## src/adm_pkg.sv

```systemverilog
`timescale 1ns / 1ps
// package for the adjacency matrix dfs block: request/response payload types,
// command codes and register constants. no dependencies.
package adm_pkg;

  // command codes carried in the request
  localparam logic [1:0] CMD_CLEAR    = 2'd0;
  localparam logic [1:0] CMD_ADD_EDGE = 2'd1;
  localparam logic [1:0] CMD_VISIT    = 2'd2;

  // vertex_count register
  localparam int unsigned CFG_W = 5;
  localparam logic [CFG_W-1:0] VCOUNT_RST = 5'd16;

  // width of vertex fields on the ports
  localparam int unsigned VTX_W = 4;

  typedef struct packed {
    logic [1:0]       command;
    logic [VTX_W-1:0] vertex_a;
    logic [VTX_W-1:0] vertex_b;
  } adm_req_t;

  typedef struct packed {
    logic [VTX_W-1:0] visited_vertex;
    logic             last;
  } adm_rsp_t;

endpackage

```

## src/adm_ram.sv

```systemverilog
`timescale 1ns / 1ps
// generic single write, single read ram with registered read data.
// no dependencies.
module adm_ram #(
  parameter int unsigned WIDTH = 16,
  parameter int unsigned DEPTH = 16
) (
  input  logic                     clk_i,
  input  logic                     we_i,
  input  logic [$clog2(DEPTH)-1:0] waddr_i,
  input  logic [WIDTH-1:0]         wdata_i,
  input  logic [$clog2(DEPTH)-1:0] raddr_i,
  output logic [WIDTH-1:0]         rdata_o
);

  logic [WIDTH-1:0] mem_q [DEPTH];
  logic [WIDTH-1:0] rdata_q;

  always_ff @(posedge clk_i) begin
    if (we_i) begin
      mem_q[waddr_i] <= wdata_i;
    end
    rdata_q <= mem_q[raddr_i];
  end

  assign rdata_o = rdata_q;

endmodule

```

## src/adm_pri_enc.sv

```systemverilog
`timescale 1ns / 1ps
// lowest-set-bit priority encoder used to pick the next neighbor.
// no dependencies.
module adm_pri_enc #(
  parameter int unsigned WIDTH = 16
) (
  input  logic [WIDTH-1:0]         vec_i,
  output logic [$clog2(WIDTH)-1:0] idx_o,
  output logic                     found_o
);

  always_comb begin
    idx_o = '0;
    for (int i = WIDTH - 1; i >= 0; i--) begin
      if (vec_i[i]) begin
        idx_o = ($clog2(WIDTH))'(i);
      end
    end
  end

  assign found_o = |vec_i;

endmodule

```

## src/adjacency_matrix_dfs_top.sv

```systemverilog
`timescale 1ns / 1ps
// top level of the adjacency matrix dfs block: sequencer, adjacency and stack
// rams, visited set and response register. uses adm_pkg, adm_ram, adm_pri_enc.
//
// The block keeps an undirected graph of up to MAX_VERTICES vertices as a bit
// matrix in a ram (one row per vertex, a valid bit per row so that reset and
// the clear command empty it without a ram write). A clear request only drops
// the row valid bits, an add-edge request does a read-modify-write of both
// rows. A visit request walks the graph depth first from vertex_a, lowest
// neighbor first, and returns one response per vertex reached in preorder,
// the final one flagged with last. The walk runs on one adjacency read port
// and one priority encoder: the accepting cycle issues the first row read,
// each newly reached vertex after the start is taken by a scan that returns
// the pending vertex (held while the response side stalls), each backtrack
// is a failed scan that issues the stack ram read, then the row read, and the
// final failed scan at the start vertex leads to flushing the last response.
// req_stall_o stays high from acceptance until the request is finished; the
// response register lets the next request be accepted while the last
// response still waits to be taken.
// vertex_count may be written at any time the block is idle; values above
// MAX_VERTICES act as MAX_VERTICES.
module adjacency_matrix_dfs_top #(
  parameter int unsigned MAX_VERTICES = 16
) (
  input  logic                       clk_i,
  input  logic                       rst_ni,
  // request channel
  input  logic                       req_valid_i,
  output logic                       req_stall_o,
  input  adm_pkg::adm_req_t          req_i,
  // response channel
  output logic                       rsp_valid_o,
  input  logic                       rsp_stall_i,
  output adm_pkg::adm_rsp_t          rsp_o,
  // vertex_count register
  input  logic                       cfg_we_i,
  input  logic [adm_pkg::CFG_W-1:0]  cfg_wdata_i
);

  import adm_pkg::*;

  localparam int unsigned N  = MAX_VERTICES;
  localparam int unsigned VW = $clog2(N);      // vertex index width
  localparam int unsigned SW = $clog2(N + 1);  // stack depth counter width
  localparam int unsigned CW = $clog2(N + 1);  // effective count width

  typedef enum logic [2:0] {
    ST_IDLE,
    ST_ADD_A,
    ST_ADD_B,
    ST_SCAN,
    ST_POP,
    ST_FLUSH
  } state_e;

  // sequencer state
  state_e          state_q, state_d;
  logic [CFG_W-1:0] vcount_q, vcount_d;
  logic [N-1:0]    row_vld_q, row_vld_d;   // adjacency row holds data
  logic            rd_vld_q, rd_vld_d;     // valid bit of the row being read
  logic [N-1:0]    visited_q, visited_d;
  logic [VW-1:0]   a_q, a_d;
  logic [VW-1:0]   b_q, b_d;
  logic [VW-1:0]   top_q, top_d;           // vertex on top of the walk stack
  logic [VW-1:0]   pend_q, pend_d;         // reached vertex not yet returned
  logic [SW-1:0]   sp_q, sp_d;             // entries held in the stack ram
  logic            rsp_valid_q, rsp_valid_d;
  adm_rsp_t        rsp_q, rsp_d;

  // ram ports
  logic            adj_we;
  logic [VW-1:0]   adj_waddr, adj_raddr;
  logic [N-1:0]    adj_wdata, adj_rdata;
  logic            stk_we;
  logic [VW-1:0]   stk_waddr, stk_raddr;
  logic [VW-1:0]   stk_rdata;

  // walk datapath
  logic [CW-1:0]   n_eff;
  logic [N-1:0]    act_mask;
  logic [N-1:0]    row;
  logic [N-1:0]    cand;
  logic [VW-1:0]   nxt;
  logic            found;
  logic            req_acc;
  logic            out_free;
  logic            a_ok, b_ok;
  logic [VW-1:0]   in_a, in_b;

  adm_ram #(
    .WIDTH (N),
    .DEPTH (N)
  ) u_adj_ram (
    .clk_i   (clk_i),
    .we_i    (adj_we),
    .waddr_i (adj_waddr),
    .wdata_i (adj_wdata),
    .raddr_i (adj_raddr),
    .rdata_o (adj_rdata)
  );

  adm_ram #(
    .WIDTH (VW),
    .DEPTH (N)
  ) u_stk_ram (
    .clk_i   (clk_i),
    .we_i    (stk_we),
    .waddr_i (stk_waddr),
    .wdata_i (top_q),
    .raddr_i (stk_raddr),
    .rdata_o (stk_rdata)
  );

  adm_pri_enc #(
    .WIDTH (N)
  ) u_pri_enc (
    .vec_i   (cand),
    .idx_o   (nxt),
    .found_o (found)
  );

  // count in use saturates at the matrix size
  always_comb begin
    if (32'(vcount_q) > N) begin
      n_eff = CW'(N);
    end else begin
      n_eff = CW'(vcount_q);
    end
    for (int i = 0; i < N; i++) begin
      act_mask[i] = (i < int'(n_eff));
    end
  end

  assign req_stall_o = (state_q != ST_IDLE);
  assign req_acc     = req_valid_i && !req_stall_o;
  assign out_free    = !rsp_valid_q || !rsp_stall_i;

  assign in_a = VW'(req_i.vertex_a);
  assign in_b = VW'(req_i.vertex_b);
  assign a_ok = (32'(req_i.vertex_a) < 32'(n_eff));
  assign b_ok = (32'(req_i.vertex_b) < 32'(n_eff));

  // row of the vertex read last cycle, minus used-up and out-of-range bits
  assign row  = rd_vld_q ? adj_rdata : '0;
  assign cand = row & act_mask & ~visited_q;

  assign stk_waddr = sp_q[VW-1:0];
  assign stk_raddr = VW'(sp_q - SW'(1));

  always_comb begin
    state_d     = state_q;
    vcount_d    = vcount_q;
    row_vld_d   = row_vld_q;
    visited_d   = visited_q;
    a_d         = a_q;
    b_d         = b_q;
    top_d       = top_q;
    pend_d      = pend_q;
    sp_d        = sp_q;
    rsp_valid_d = rsp_valid_q && rsp_stall_i;
    rsp_d       = rsp_q;
    adj_we      = 1'b0;
    adj_waddr   = a_q;
    adj_wdata   = row | (N'(1) << b_q);
    adj_raddr   = top_q;
    stk_we      = 1'b0;

    if (cfg_we_i) begin
      vcount_d = cfg_wdata_i;
    end

    case (state_q)
      ST_IDLE: begin
        adj_raddr = in_a;
        if (req_acc) begin
          a_d = in_a;
          b_d = in_b;
          case (req_i.command)
            CMD_CLEAR: begin
              row_vld_d = '0;
            end
            CMD_ADD_EDGE: begin
              if (a_ok && b_ok) begin
                state_d = ST_ADD_A;
              end
            end
            CMD_VISIT: begin
              if (a_ok) begin
                visited_d = N'(1) << in_a;
                top_d     = in_a;
                pend_d    = in_a;
                sp_d      = '0;
                state_d   = ST_SCAN;
              end
            end
            default: begin
            end
          endcase
        end
      end

      // row a is on the read port: set bit b, start reading row b
      ST_ADD_A: begin
        adj_we           = 1'b1;
        adj_waddr        = a_q;
        adj_wdata        = row | (N'(1) << b_q);
        row_vld_d[a_q]   = 1'b1;
        adj_raddr        = b_q;
        state_d          = ST_ADD_B;
      end

      ST_ADD_B: begin
        adj_we           = 1'b1;
        adj_waddr        = b_q;
        adj_wdata        = row | (N'(1) << a_q);
        row_vld_d[b_q]   = 1'b1;
        state_d          = ST_IDLE;
      end

      ST_SCAN: begin
        if (found) begin
          // descend: return the pending vertex, push the top, read the new row
          if (out_free) begin
            rsp_valid_d = 1'b1;
            rsp_d       = '{visited_vertex: VTX_W'(pend_q), last: 1'b0};
            pend_d      = nxt;
            visited_d   = visited_q | (N'(1) << nxt);
            stk_we      = 1'b1;
            sp_d        = sp_q + SW'(1);
            top_d       = nxt;
            adj_raddr   = nxt;
          end
        end else if (sp_q == '0) begin
          state_d = ST_FLUSH;
        end else begin
          // backtrack: fetch the entry below the top
          sp_d    = sp_q - SW'(1);
          state_d = ST_POP;
        end
      end

      ST_POP: begin
        top_d     = stk_rdata;
        adj_raddr = stk_rdata;
        state_d   = ST_SCAN;
      end

      ST_FLUSH: begin
        if (out_free) begin
          rsp_valid_d = 1'b1;
          rsp_d       = '{visited_vertex: VTX_W'(pend_q), last: 1'b1};
          state_d     = ST_IDLE;
        end
      end

      default: begin
        state_d = ST_IDLE;
      end
    endcase

    rd_vld_d = row_vld_d[adj_raddr] & row_vld_q[adj_raddr];
  end

  always_ff @(posedge clk_i or negedge rst_ni) begin
    if (!rst_ni) begin
      state_q     <= ST_IDLE;
      vcount_q    <= VCOUNT_RST;
      row_vld_q   <= '0;
      rd_vld_q    <= 1'b0;
      visited_q   <= '0;
      sp_q        <= '0;
      rsp_valid_q <= 1'b0;
    end else begin
      state_q     <= state_d;
      vcount_q    <= vcount_d;
      row_vld_q   <= row_vld_d;
      rd_vld_q    <= rd_vld_d;
      visited_q   <= visited_d;
      sp_q        <= sp_d;
      rsp_valid_q <= rsp_valid_d;
    end
  end

  // payload registers
  always_ff @(posedge clk_i) begin
    a_q    <= a_d;
    b_q    <= b_d;
    top_q  <= top_d;
    pend_q <= pend_d;
    rsp_q  <= rsp_d;
  end

  assign rsp_valid_o = rsp_valid_q;
  assign rsp_o       = rsp_q;

  // the walk stack never holds more than one entry per vertex below the top
  a_stack_bound: assert property (@(posedge clk_i) disable iff (!rst_ni)
    32'(sp_q) < N)
    else $error("walk stack overflow");

  // a descent never picks a vertex that is already visited
  a_fresh_pick: assert property (@(posedge clk_i) disable iff (!rst_ni)
    (state_q == ST_SCAN && found) |-> !visited_q[nxt])
    else $error("picked visited vertex");

  // a new response comes only from the walk
  a_rsp_source: assert property (@(posedge clk_i) disable iff (!rst_ni)
    $rose(rsp_valid_o) |-> ($past(state_q) == ST_SCAN || $past(state_q) == ST_FLUSH))
    else $error("response outside a walk");

endmodule

```

## config.mk

```make
export PLATFORM = sky130hd
export DESIGN_NAME = adjacency_matrix_dfs_top
export DESIGN_NICKNAME = d
export VERILOG_FILES = /design/src/adm_pkg.sv /design/src/adm_ram.sv /design/src/adm_pri_enc.sv /design/src/adjacency_matrix_dfs_top.sv
export SDC_FILE = /design/constraint.sdc
export NUM_CORES = 1
export LEC_CHECK = 0
export BUFFER_PORTS_ARGS = -buffer_cell sky130_fd_sc_hd__buf_2
export CAP_MARGIN = 10
export CORE_UTILIZATION = 56
export CTS_BUF_LIST = sky130_fd_sc_hd__clkbuf_2 sky130_fd_sc_hd__clkbuf_4 sky130_fd_sc_hd__clkbuf_8
export DETAILED_ROUTE_END_ITERATION = 16
export GPL_ROUTABILITY_DRIVEN = 0
export PLACE_DENSITY = 0.79
export SLEW_MARGIN = 5
export SYNTH_ARGS = -nofsm -noshare
export SYNTH_HDL_FRONTEND = slang
export SYNTH_SLANG_ARGS = --single-unit
```

## constraint.sdc

```tcl
create_clock -name clk_i -period 8.32 [get_ports clk_i]
set_clock_uncertainty 0.15 [all_clocks]
set_input_delay 0.832 -clock clk_i [delete_from_list [all_inputs] [get_ports clk_i]]
set_output_delay 0.832 -clock clk_i [all_outputs]
set_load 0.02 [all_outputs]
```

# Yosys cells after proc, flatten, opt, wreduce, memory -nomap -nowiden
# Memories as Yosys holds them, arrays and structs flattened. A register that Yosys moved wholly into a read port is not among the register bits.
# Index checks and enable logic that the tools add are counted.
[word_totals]
out_inout_bits = 7
mem_bits_rw = 320
mem_count = 2
reg_bits = 68
in_bits = 20
[op_classes]
shift = 4
order_cmp = 24
reduce_logical = 24
eq_ne = 19
add_sub_neg = 2
bitwise = 9
muxes = 77
[mem_list]
columns = ["memory", "words", "width", "rd", "rd_clocked_by_memory_dff", "wr", "line_no", "text"]
rows = [
  ["u_adj_ram.mem_q", 16, 16, 1, 1, 1, "adm_ram.sv:16", "logic [WIDTH-1:0] mem_q [DEPTH];"],
  ["u_stk_ram.mem_q", 16, 4, 1, 1, 1, "adm_ram.sv:16", ""],
]
[op_table]
columns = ["operator", "n"]
rows = [
  ["$mux W16", 9],
  ["$mux W4", 24],
  ["$or A16 B16 Y16", 5],
  ["$shl A1 B4 Y16 const A", 4],
  ["$mux W5", 10],
  ["$pmux W16 S3", 1],
  ["$lt A4 B5 Y1 const A", 8],
  ["$and A16 B16 Y16", 2],
  ["$pmux W16 S2", 1],
  ["$lt A3 B5 Y1 const A", 4],
  ["$pmux W5 S2", 2],
  ["$reduce_and A6 Y1", 3],
  ["$not A16 Y16", 1],
  ["$pmux W4 S4", 1],
  ["$reduce_or A16 Y1", 1],
  ["$lt A4 B5 Y1 const B", 3],
  ["$mux W1", 15],
  ["$mux W3", 5],
  ["$pmux W3 S5", 1],
  ["$ne A2 B2 Y1 const B", 6],
  ["$ne A3 B3 Y1 const B", 4],
  ["$pmux W4 S3", 1],
  ["$lt A1 B5 Y1 const A", 2],
  ["$lt A2 B5 Y1 const A", 2],
  ["29 further kinds", 44],
]

# Depth between registers and ports, before layout
# Gate-level depths: netlist (run 1).
[logic_depth]
word_depth = 27
mapped_depth = 16
ltp_nobuf = 12

# Cells and area by module
# A second synthesis (run 1) with hierarchy kept.
[hier_totals]
hier_cells = 1149
hier_area_um2 = 17463.0
[modules_own_cells]
columns = ["module", "seq_area_each_um2", "instances", "area_per_inst_um2", "cells_each"]
rows = [
  ["adm_ram at u_adj_ram", 8007.7, 1, 10043.4, 432],
  ["adjacency_matrix_dfs_top", 1808.0, 1, 4576.9, 553],
  ["adm_ram at u_stk_ram", 2001.9, 1, 2666.3, 130],
  ["adm_pri_enc", 0.0, 1, 176.4, 34],
]

# Least setup slack after synthesis (run 1)
# Ideal clock, no wire load.
[synth_path]
path_type = "register to register"
start = "reg vcount_q[4]"
end = "reg u_adj_ram.rdata_q[14], in the netlist u_adj_ram.rdata_o[14], read port of u_adj_ram.mem_q"
slack_ns = 5.207
arrival_time_ns = 2.824
path_stages_with_launch = 14
period_less_slack_ns = 3.113
setup_ns = 0.138
path_buffers = 3
cell_sequence = "dfstp_2 > buf_6 > nor3b_2 > a2111o_1 > o311ai_2 > nor3_1 > nor3_4 > a22o_1 > buf_4 > buf_4 > mux2i_1 > mux2i_1 > a32oi_1 > o221ai_1"
[synth_between]
elab_chain_len = 24
word_cells_on_any_way = 40
classes_between = "order compare: 17; mux: 20; bitwise: 2; reduce/logical: 1"
[synth_rtl]
columns = ["element", "line_no", "text"]
rows = [
  ["from (decl)", "adjacency_matrix_dfs_top.sv:58", "logic [CFG_W-1:0] vcount_q, vcount_d;"],
  ["from (signal assigned)", "adjacency_matrix_dfs_top.sv:275", "vcount_q <= vcount_d;"],
  ["$gt A5 B5 Y1", "adjacency_matrix_dfs_top.sv:124", "if (32'(vcount_q) > N) begin"],
  ["$mux W5 *", "adjacency_matrix_dfs_top.sv:124", ""],
  ["$lt A4 B5 Y1", "adjacency_matrix_dfs_top.sv:130", "act_mask[i] = (i < int'(n_eff));"],
  ["$and A16 B16 Y16 * (2 in series)", "adjacency_matrix_dfs_top.sv:145", "assign cand = row & act_mask & ~visited_q;"],
  ["$mux W4 (16 in series)", "adm_pri_enc.sv:15", "if (vec_i[i]) begin"],
  ["$mux W4", "--", ""],
  ["$mux W4 *", "--", ""],
  ["$pmux W4 S4 *", "adjacency_matrix_dfs_top.sv:172", "case (state_q)"],
  ["to (decl)", "adm_ram.sv:17", "logic [WIDTH-1:0] rdata_q;"],
]
# Every way passes the cells marked *; elsewhere a longest branch is shown, timed or not.
# A chain may end at the register's enable or synchronous reset.

# Worst setup path in the final report (run 1)
[layout_path]
start = "reg rd_vld_q"
end = "reg u_adj_ram.rdata_q[9], in the netlist u_adj_ram.rdata_o[9], read port of u_adj_ram.mem_q"
[layout_between]
elab_chain_len = 22
word_cells_on_any_way = 23
classes_between = "mux: 20; bitwise: 2; reduce/logical: 1"
[layout_rtl]
columns = ["element", "line_no", "text"]
rows = [
  ["from (decl)", "adjacency_matrix_dfs_top.sv:60", "logic rd_vld_q, rd_vld_d;"],
  ["from (signal assigned)", "adjacency_matrix_dfs_top.sv:277", "rd_vld_q <= rd_vld_d;"],
  ["$mux W16 *", "adjacency_matrix_dfs_top.sv:144", "assign row = rd_vld_q ? adj_rdata : '0;"],
  ["$and A16 B16 Y16 * (2 in series)", "adjacency_matrix_dfs_top.sv:145", ""],
  ["$mux W4 (16 in series)", "adm_pri_enc.sv:15", ""],
  ["$mux W4", "--", ""],
  ["$mux W4 *", "--", ""],
  ["$pmux W4 S4 *", "adjacency_matrix_dfs_top.sv:172", ""],
]
# Marks and branches as above.

==> metrics, run 1 <==
port bufs 26; final setup vio count 0; CP endpoint kind flip-flop; synthesized flop and latch total 408; area grow syn2layout 11.44%; post-layout power around 7.6 mW; DR pass1 iterations 7; required time worst endpoint 8.63 ns; global-route wire length before repair 64.34 mm; cts bufs inserted 66; Setup CP Type flip-flop to flip-flop; CTS Hold Bufs 0; number of setup buffers added after CTS 0; Clock Latency Late Sink 0.59 ns; Die Span Y 180.1 um; design area 19790 um^2; clk root buf clkbuf_8; fmax 0.2027 GHz; via/cell ratio a little over 6; relative max-transition margin 0.2878; TritonCTS clock tree done; final wirelength 41.91 mm; Syn Nets 1450; Max Cap Viol 0; CP max FO 69; Hold Path Class input pin to async pin; n_diodes 0; sequential element share of the synthesized area 0.6655; pin count of the biggest net entering global routing 84; critical path launch point type flip-flop; yosys warns 0; DP HPWL 25.25 mm; Initial Util 0.5745; internal power ~4.6 mW; static leakage around 7.3 nW; FFs w/ async S/R, synth 0.1152; nets@finish 1511; Clk pwr share 0.235; Final Max Slew Viols 0; minimum clock period 4.933 ns; Clock Tree Buf Depth 3; status finished clean; Min Hold Slack about 0.066 ns; DR WL/cell ~22 um; Die W 180.1 um; Post-DRT Antenna Nets 0; Sw Pwr 2.945 mW; Logic pwr share 0.387; boundary pin count 27; clock sinks 408; Clk pin slew, worst setup/hold paths 0.06 ns; filler cell count around 2200; H-tree depth 3; Fin. Hold Viols 0; DRC errors left 0; layout cells sized above 1 0.1617; vias in the first global route 11410; Final Util 0.6402; # rows 64; GR Util All Layers 0.2606; Mapped Area 17760 um^2; GRT overflow 0; Worst-Margin Slew ~1.1 ns; drt initial violations 1514; Mapped Cells 1420; Core ar. just over 30000 um^2; crit share post-route 0.5929; TNS Setup 0 ns; Primary FF master, synth edfxtp_1; Distinct cells, synth 88; Post-Place Cell Area 18370 um^2; PwrDens 383.2 nW/um^2; initial antenna violation count 0; Sw Share 0.3884; share of power burned in registers 0.379; DR vias roughly 12000; die area around 32000 um^2; # resized after CTS 0; RSZ-0062 raised after global routing false; Peak VDD IR 0.0002479 V; number of flops mapped to enable cells by yosys 341; CP arrival 5.25 ns; syn avg cell area 12.50 um^2
-- final cells by class --
cell class / count / area [um^2] / share of cell area
clock inverter: 30 / 247.7 / 0.01252
timing repair buffer: 69 / 473.0 / 0.02390
inverter: 16 / 60.06 / 0.003035
clock buffer: 91 / 1140 / 0.05760
sequential: 408 / 11820 / 0.5972
tap: 396 / 495.5 / 0.02504
multi-input combinational: 920 / 5555 / 0.2807
-- cell usage after synthesis (all sizes together), types with 3 or more instances --
master,number,share of area
nor3,23,0.0077
a211oi,6,0.0031
a22o,10,0.0049
mux2,4,0.0027
xnor2,3,0.0015
inv,15,0.0032
edfxtp,341,0.58
nand2,311,0.066
nor2b,16,0.0061
o31ai,4,0.0017
mux2i,56,0.032
a32oi,23,0.011
dfrtp,46,0.065
mux4,20,0.025
nand2b,13,0.0046
nor3b,7,0.0032
a31oi,6,0.0021
o21ai,83,0.024
a22oi,14,0.0062
o211ai,3,0.0013
dfxtp,20,0.023
and3b,3,0.0015
o22ai,3,0.0011
a21oi,42,0.012
nor2,99,0.022
a211o,4,0.0020
and2,7,0.0027
buf,41,0.014
nand3b,3,0.0013
ha,10,0.0070
o221ai,19,0.010
clkbuf,35,0.0074
nand3,74,0.021
o21a,5,0.0021
or2,4,0.0014
or3,6,0.0024
-- sequential cells by signal, indices dropped and copies added, names as in the netlist --
| name | flops |
|---|---|
| pend_q | 4 |
| b_q | 4 |
| rsp_o | 5 |
| u_adj_ram.mem_q | 256 |
| rd_vld_q | 1 |
| top_q | 4 |
| u_adj_ram.rdata_o | 16 |
| sp_q | 5 |
| state_q | 3 |
| rsp_valid_o | 1 |
| vcount_q | 5 |
| visited_q | 16 |
| row_vld_q | 16 |
| a_q | 4 |
| u_stk_ram.rdata_o | 4 |
| u_stk_ram.mem_q | 64 |
-- worst max-delay path, cell delays in order, from the launching register on --
cell	delay (ns)
dfrtp_1	0.83
nand2_1	0.19
a2111o_1	0.44
o311ai_2	0.34
nor3_1	0.13
nor3_4	0.41
a22o_4	0.76
buf_4	0.77
mux2i_1	0.30
mux2i_1	0.10
a32oi_1	0.18
o221ai_1	0.13
-- layer usage --
layer | up-vias | part of all wire | GRT usage
li1 | 5406 | - | -
met1 | 5723 | 0.39 | 0.3389
met3 | 118 | 0.083 | 0.04810
met5 | - | 0 | 0
met4 | 0 | 0.039 | 0.1087
met2 | 652 | 0.49 | 0.4339
-- path summary, 6_finish.rpt --
check                                  endpoint  startpoint  cells past startpoint  slack, ns
setup / recovery           u_adj_ram.rdata_o[9]    rd_vld_q                     11       3.39
hold / removal                      rsp_valid_o      rst_ni                      1       0.07
setup reg to reg           u_adj_ram.rdata_o[9]    rd_vld_q                     11       3.39
hold reg to reg                        rsp_o[4]   pend_q[3]                      0       0.27
max in group asynchronous           vcount_q[4]      rst_ni                      2       7.34
min in group clk_i                     rsp_o[4]   pend_q[3]                      0       0.27
-- cell families after synthesis --
group           Yosys count  share of synthesized area
simple gates            576                     0.1437
compound gates          250                    0.09710
buf+inv                  92                    0.02494
xor+xnor                  4                   0.001973
fa+ha+maj                10                   0.007046
flops                   408                     0.6655
mux                      80                    0.05968
-- cells in the final DEF, fill, tap and decap left out, types with 9 or more instances in the layout --
| master | netlist | final |
|---|---|---|
| a22o_1 | 10 | 9 |
| o21ai_0 | 78 | 78 |
| dfxtp_1 | 20 | 20 |
| nor2_1 | 96 | 80 |
| nand3_1 | 74 | 74 |
| nor2_2 | 2 | 16 |
| mux4_2 | 20 | 20 |
| buf_4 | 11 | 41 |
| nor3_1 | 20 | 20 |
| o221ai_1 | 18 | 18 |
| edfxtp_1 | 341 | 341 |
| ha_1 | 10 | 10 |
| nand2b_1 | 13 | 13 |
| a21oi_1 | 41 | 41 |
| a22oi_1 | 13 | 13 |
| a32oi_1 | 23 | 23 |
| clkinv_2 | 0 | 11 |
| nor2b_1 | 15 | 15 |
| inv_1 | 15 | 15 |
| clkinv_1 | 1 | 11 |
| mux2i_1 | 56 | 56 |
| nand2_1 | 311 | 311 |
| dfrtp_1 | 46 | 46 |
| buf_2 | 21 | 26 |
| clkbuf_4 | 0 | 18 |
| clkbuf_8 | 0 | 73 |
-- power by group through the flow --
stage	sequential [mW]	combinational [mW]	clock, mW
after global routing	2.89	3.19	1.89
after CTS	2.87	2.89	1.80
after detailed placement	2.91	2.87	0
after floorplan	2.78	2.20	0
after global placement	2.90	2.81	0
final	2.87	2.93	1.78
-- through the flow --
stage | std cells | setup WS [ns]
after floorplan | 1420 | 5.207
after global placement | 1807 | 3.612
after detailed placement | 1807 | 3.461
after CTS | 1928 | 3.439
after global routing | 1930 | 3.098
final | 1930 | 3.387
(Power assumes the default switching activity.)
==> run 2: changes to the inputs <==
- clock period: 8.32 -> 4.7 ns (I/O delays scaled with it)
==> metrics, run 2 (synthesis results as in run 1) <==
status finished clean; Final Max Slew Viols 0; fmax ~0.25 GHz; drt initial violations 1698; share of power burned in registers 0.376; vias in the first global route 11500; GR Util All Layers 0.2633; grt met1 use 0.3586; critical-path cell list nor3b_2 -> a2111o_1 -> o311ai_2 -> o31ai_1 -> nor3_4 -> buf_4 -> a22o_4 -> buf_4 -> mux2i_1 -> mux2i_1 -> a32oi_1 -> o221ai_1; PwrDens 675.8 nW/um^2; Clock Latency Late Sink 0.62 ns; Sw Pwr 5.227 mW; Die W 180.1 um; clock sinks 408; static leakage approximately 7.3 nW; Die Span Y around 180 um; # resized after CTS 0; Max Cap Viol 0; area grow syn2layout 12.13%; Initial Util 0.5745; via/cell ratio 6.242; critical path launch point type flip-flop; H-tree depth 2; TNS Setup 0 ns; Clk pwr share 0.225; relative max-transition margin 0.2214; # rows between 60 and 70; design area about 20000 um^2; internal power 8.230 mW; Top Registers u_adj_ram.mem_q (256), u_stk_ram.mem_q (64); Clk pin slew, worst setup/hold paths 0.07 ns; DR WL/cell 22.04 um; CP arrival ~4.4 ns; Setup CP Type flip-flop to flip-flop; max FFs per register 256; Clock Tree Buf Depth 3; required time worst endpoint around 5 ns; boundary pin count 27; Post-DRT Antenna Nets 0; Slowest cell on crit path dfstp_2; DRC errors left 0; TritonCTS clock tree done; final setup vio count 0; crit share post-route 0.8669; final worst slack approximately 0.63 ns; GRT overflow 0; clk root buf clkbuf_8; Slowest Stage Delay on Critical Path 0.75 ns; Core ar. about 31000 um^2; Hold Path Class input pin to flip-flop; die area roughly 32000 um^2; CP max FO 42; DR vias 12090; placed insts 1813; met3 Track Usage GR 0.04972; RSZ-0062 raised after global routing false; commonest non-fill, non-tap cell in the layout edfxtp_1; most frequent cells in the layout edfxtp_1 (341), nand2_1 (311), nor2_1 (80); DP HPWL approximately 26 mm; Logic pwr share 0.399; Worst-Margin Slew 1.168 ns; port bufs 26; global-route wire length before repair 65.26 mm; cts bufs inserted just under 60; initial antenna violation count 0; Peak VDD IR 0.0006719 V; Buf/Inv on CP 2; n_diodes 0; Top reg by flops u_adj_ram.mem_q; R2R Setup Slk 0.63 ns; Finished Layout Cells just under 2000; layout cells sized above 1 0.1564; pin count of the biggest net entering global routing 103; DR pass1 iterations 6; CP endpoint kind flip-flop; Post-Place Cell Area 18470 um^2; pre-CTS WS 0.7089 ns; Largest delay share family, worst path compound AO/OA/AOI/OAI gates; nets@finish 1522; minimum clock period ~4.1 ns; GRT busiest layer met2; Sw Share 0.3884; met2 Resource Use GR 0.4219; final wirelength 42.70 mm; Fin. Hold Viols 0
run 2: changes by cell type in the layout (fill, tap and decap cells not counted):
cell           previous run  this run
dlygate4sd3_1             0        14
inv_6                     3         0
buf_4                    41        42
bufinv_16                 3         6
clkinvlp_4                0         3
inv_8                     2         0
clkbuf_8                 73        62
buf_8                     1         0
clkinv_8                  1         2
clkinv_4                  0         1
buf_12                    1         5
clkbuf_4                 18        13
clkinv_2                 11        13
run 2: area by class of cell:
class                           count  area (um^2)
Multi-Input combinational cell    920         5555
Clock buffer                       75        950.9
Fill cell                        2175        11000
Timing Repair Buffer               87        685.7
Clock inverter                     35        346.6
Sequential cell                   408        11820
Inverter                           16        60.06
Tap cell                          396        495.5
run 2: metal layers:
| metal | part of all wire | up-vias |
|---|---|---|
| met2 | 0.48 | 648 |
| met5 | 0 | - |
| met3 | 0.088 | 121 |
| met1 | 0.40 | 5897 |
| li1 | - | 5424 |
| met4 | 0.034 | 0 |
run 2: power by group through the flow:
| stage | clock network (mW) | registers (mW) | logic [mW] |
|---|---|---|---|
| final | 3.02 | 5.07 | 5.37 |
| after global routing | 3.21 | 5.09 | 5.82 |
| after CTS | 3.05 | 5.05 | 5.30 |
| after detailed placement | 0 | 5.12 | 5.27 |
| after global placement | 0 | 5.11 | 5.13 |
| after floorplan | 0 | 4.92 | 3.90 |
run 2: worst paths after layout:
check                             from              endpoint  cells after the start
max reg2reg                vcount_q[4]  u_adj_ram.rdata_o[1]                     12
min in group asynchronous       rst_ni               sp_q[0]                      3
min                           cfg_we_i           vcount_q[1]                      2
max                        vcount_q[4]  u_adj_ram.rdata_o[1]                     12
min reg2reg                  pend_q[1]              rsp_o[2]                      0
max in group asynchronous       rst_ni         visited_q[11]                      3
run 2: timing repair:
action / in CTS / in global routing
endpoints found under the setup margin: 0 / 0
hold buffers: 14 / 0
hold endpoints to repair: 55 / 0
buffers inserted: 0 / 0
run 2: metrics by stage:
stage	hold slack, ns	util	power [mW]
after CTS	0.01677	0.6442	13.40
after global routing	0.04333	0.6442	14.13
final	0.04655	0.6442	13.46
after detailed placement	0.2610	0.5977	10.39
after floorplan	0.02441	-	8.816
after global placement	0.2531	0.5977	10.24
run 2: worst reg2reg max path: cells and delay by family (launching register included):
kind / cells / cell delay (ns)
mux: 2 / 0.33
buf+inv: 2 / 0.60
flops: 1 / 0.75
compound gates: 6 / 1.80
simple gates: 2 / 0.25
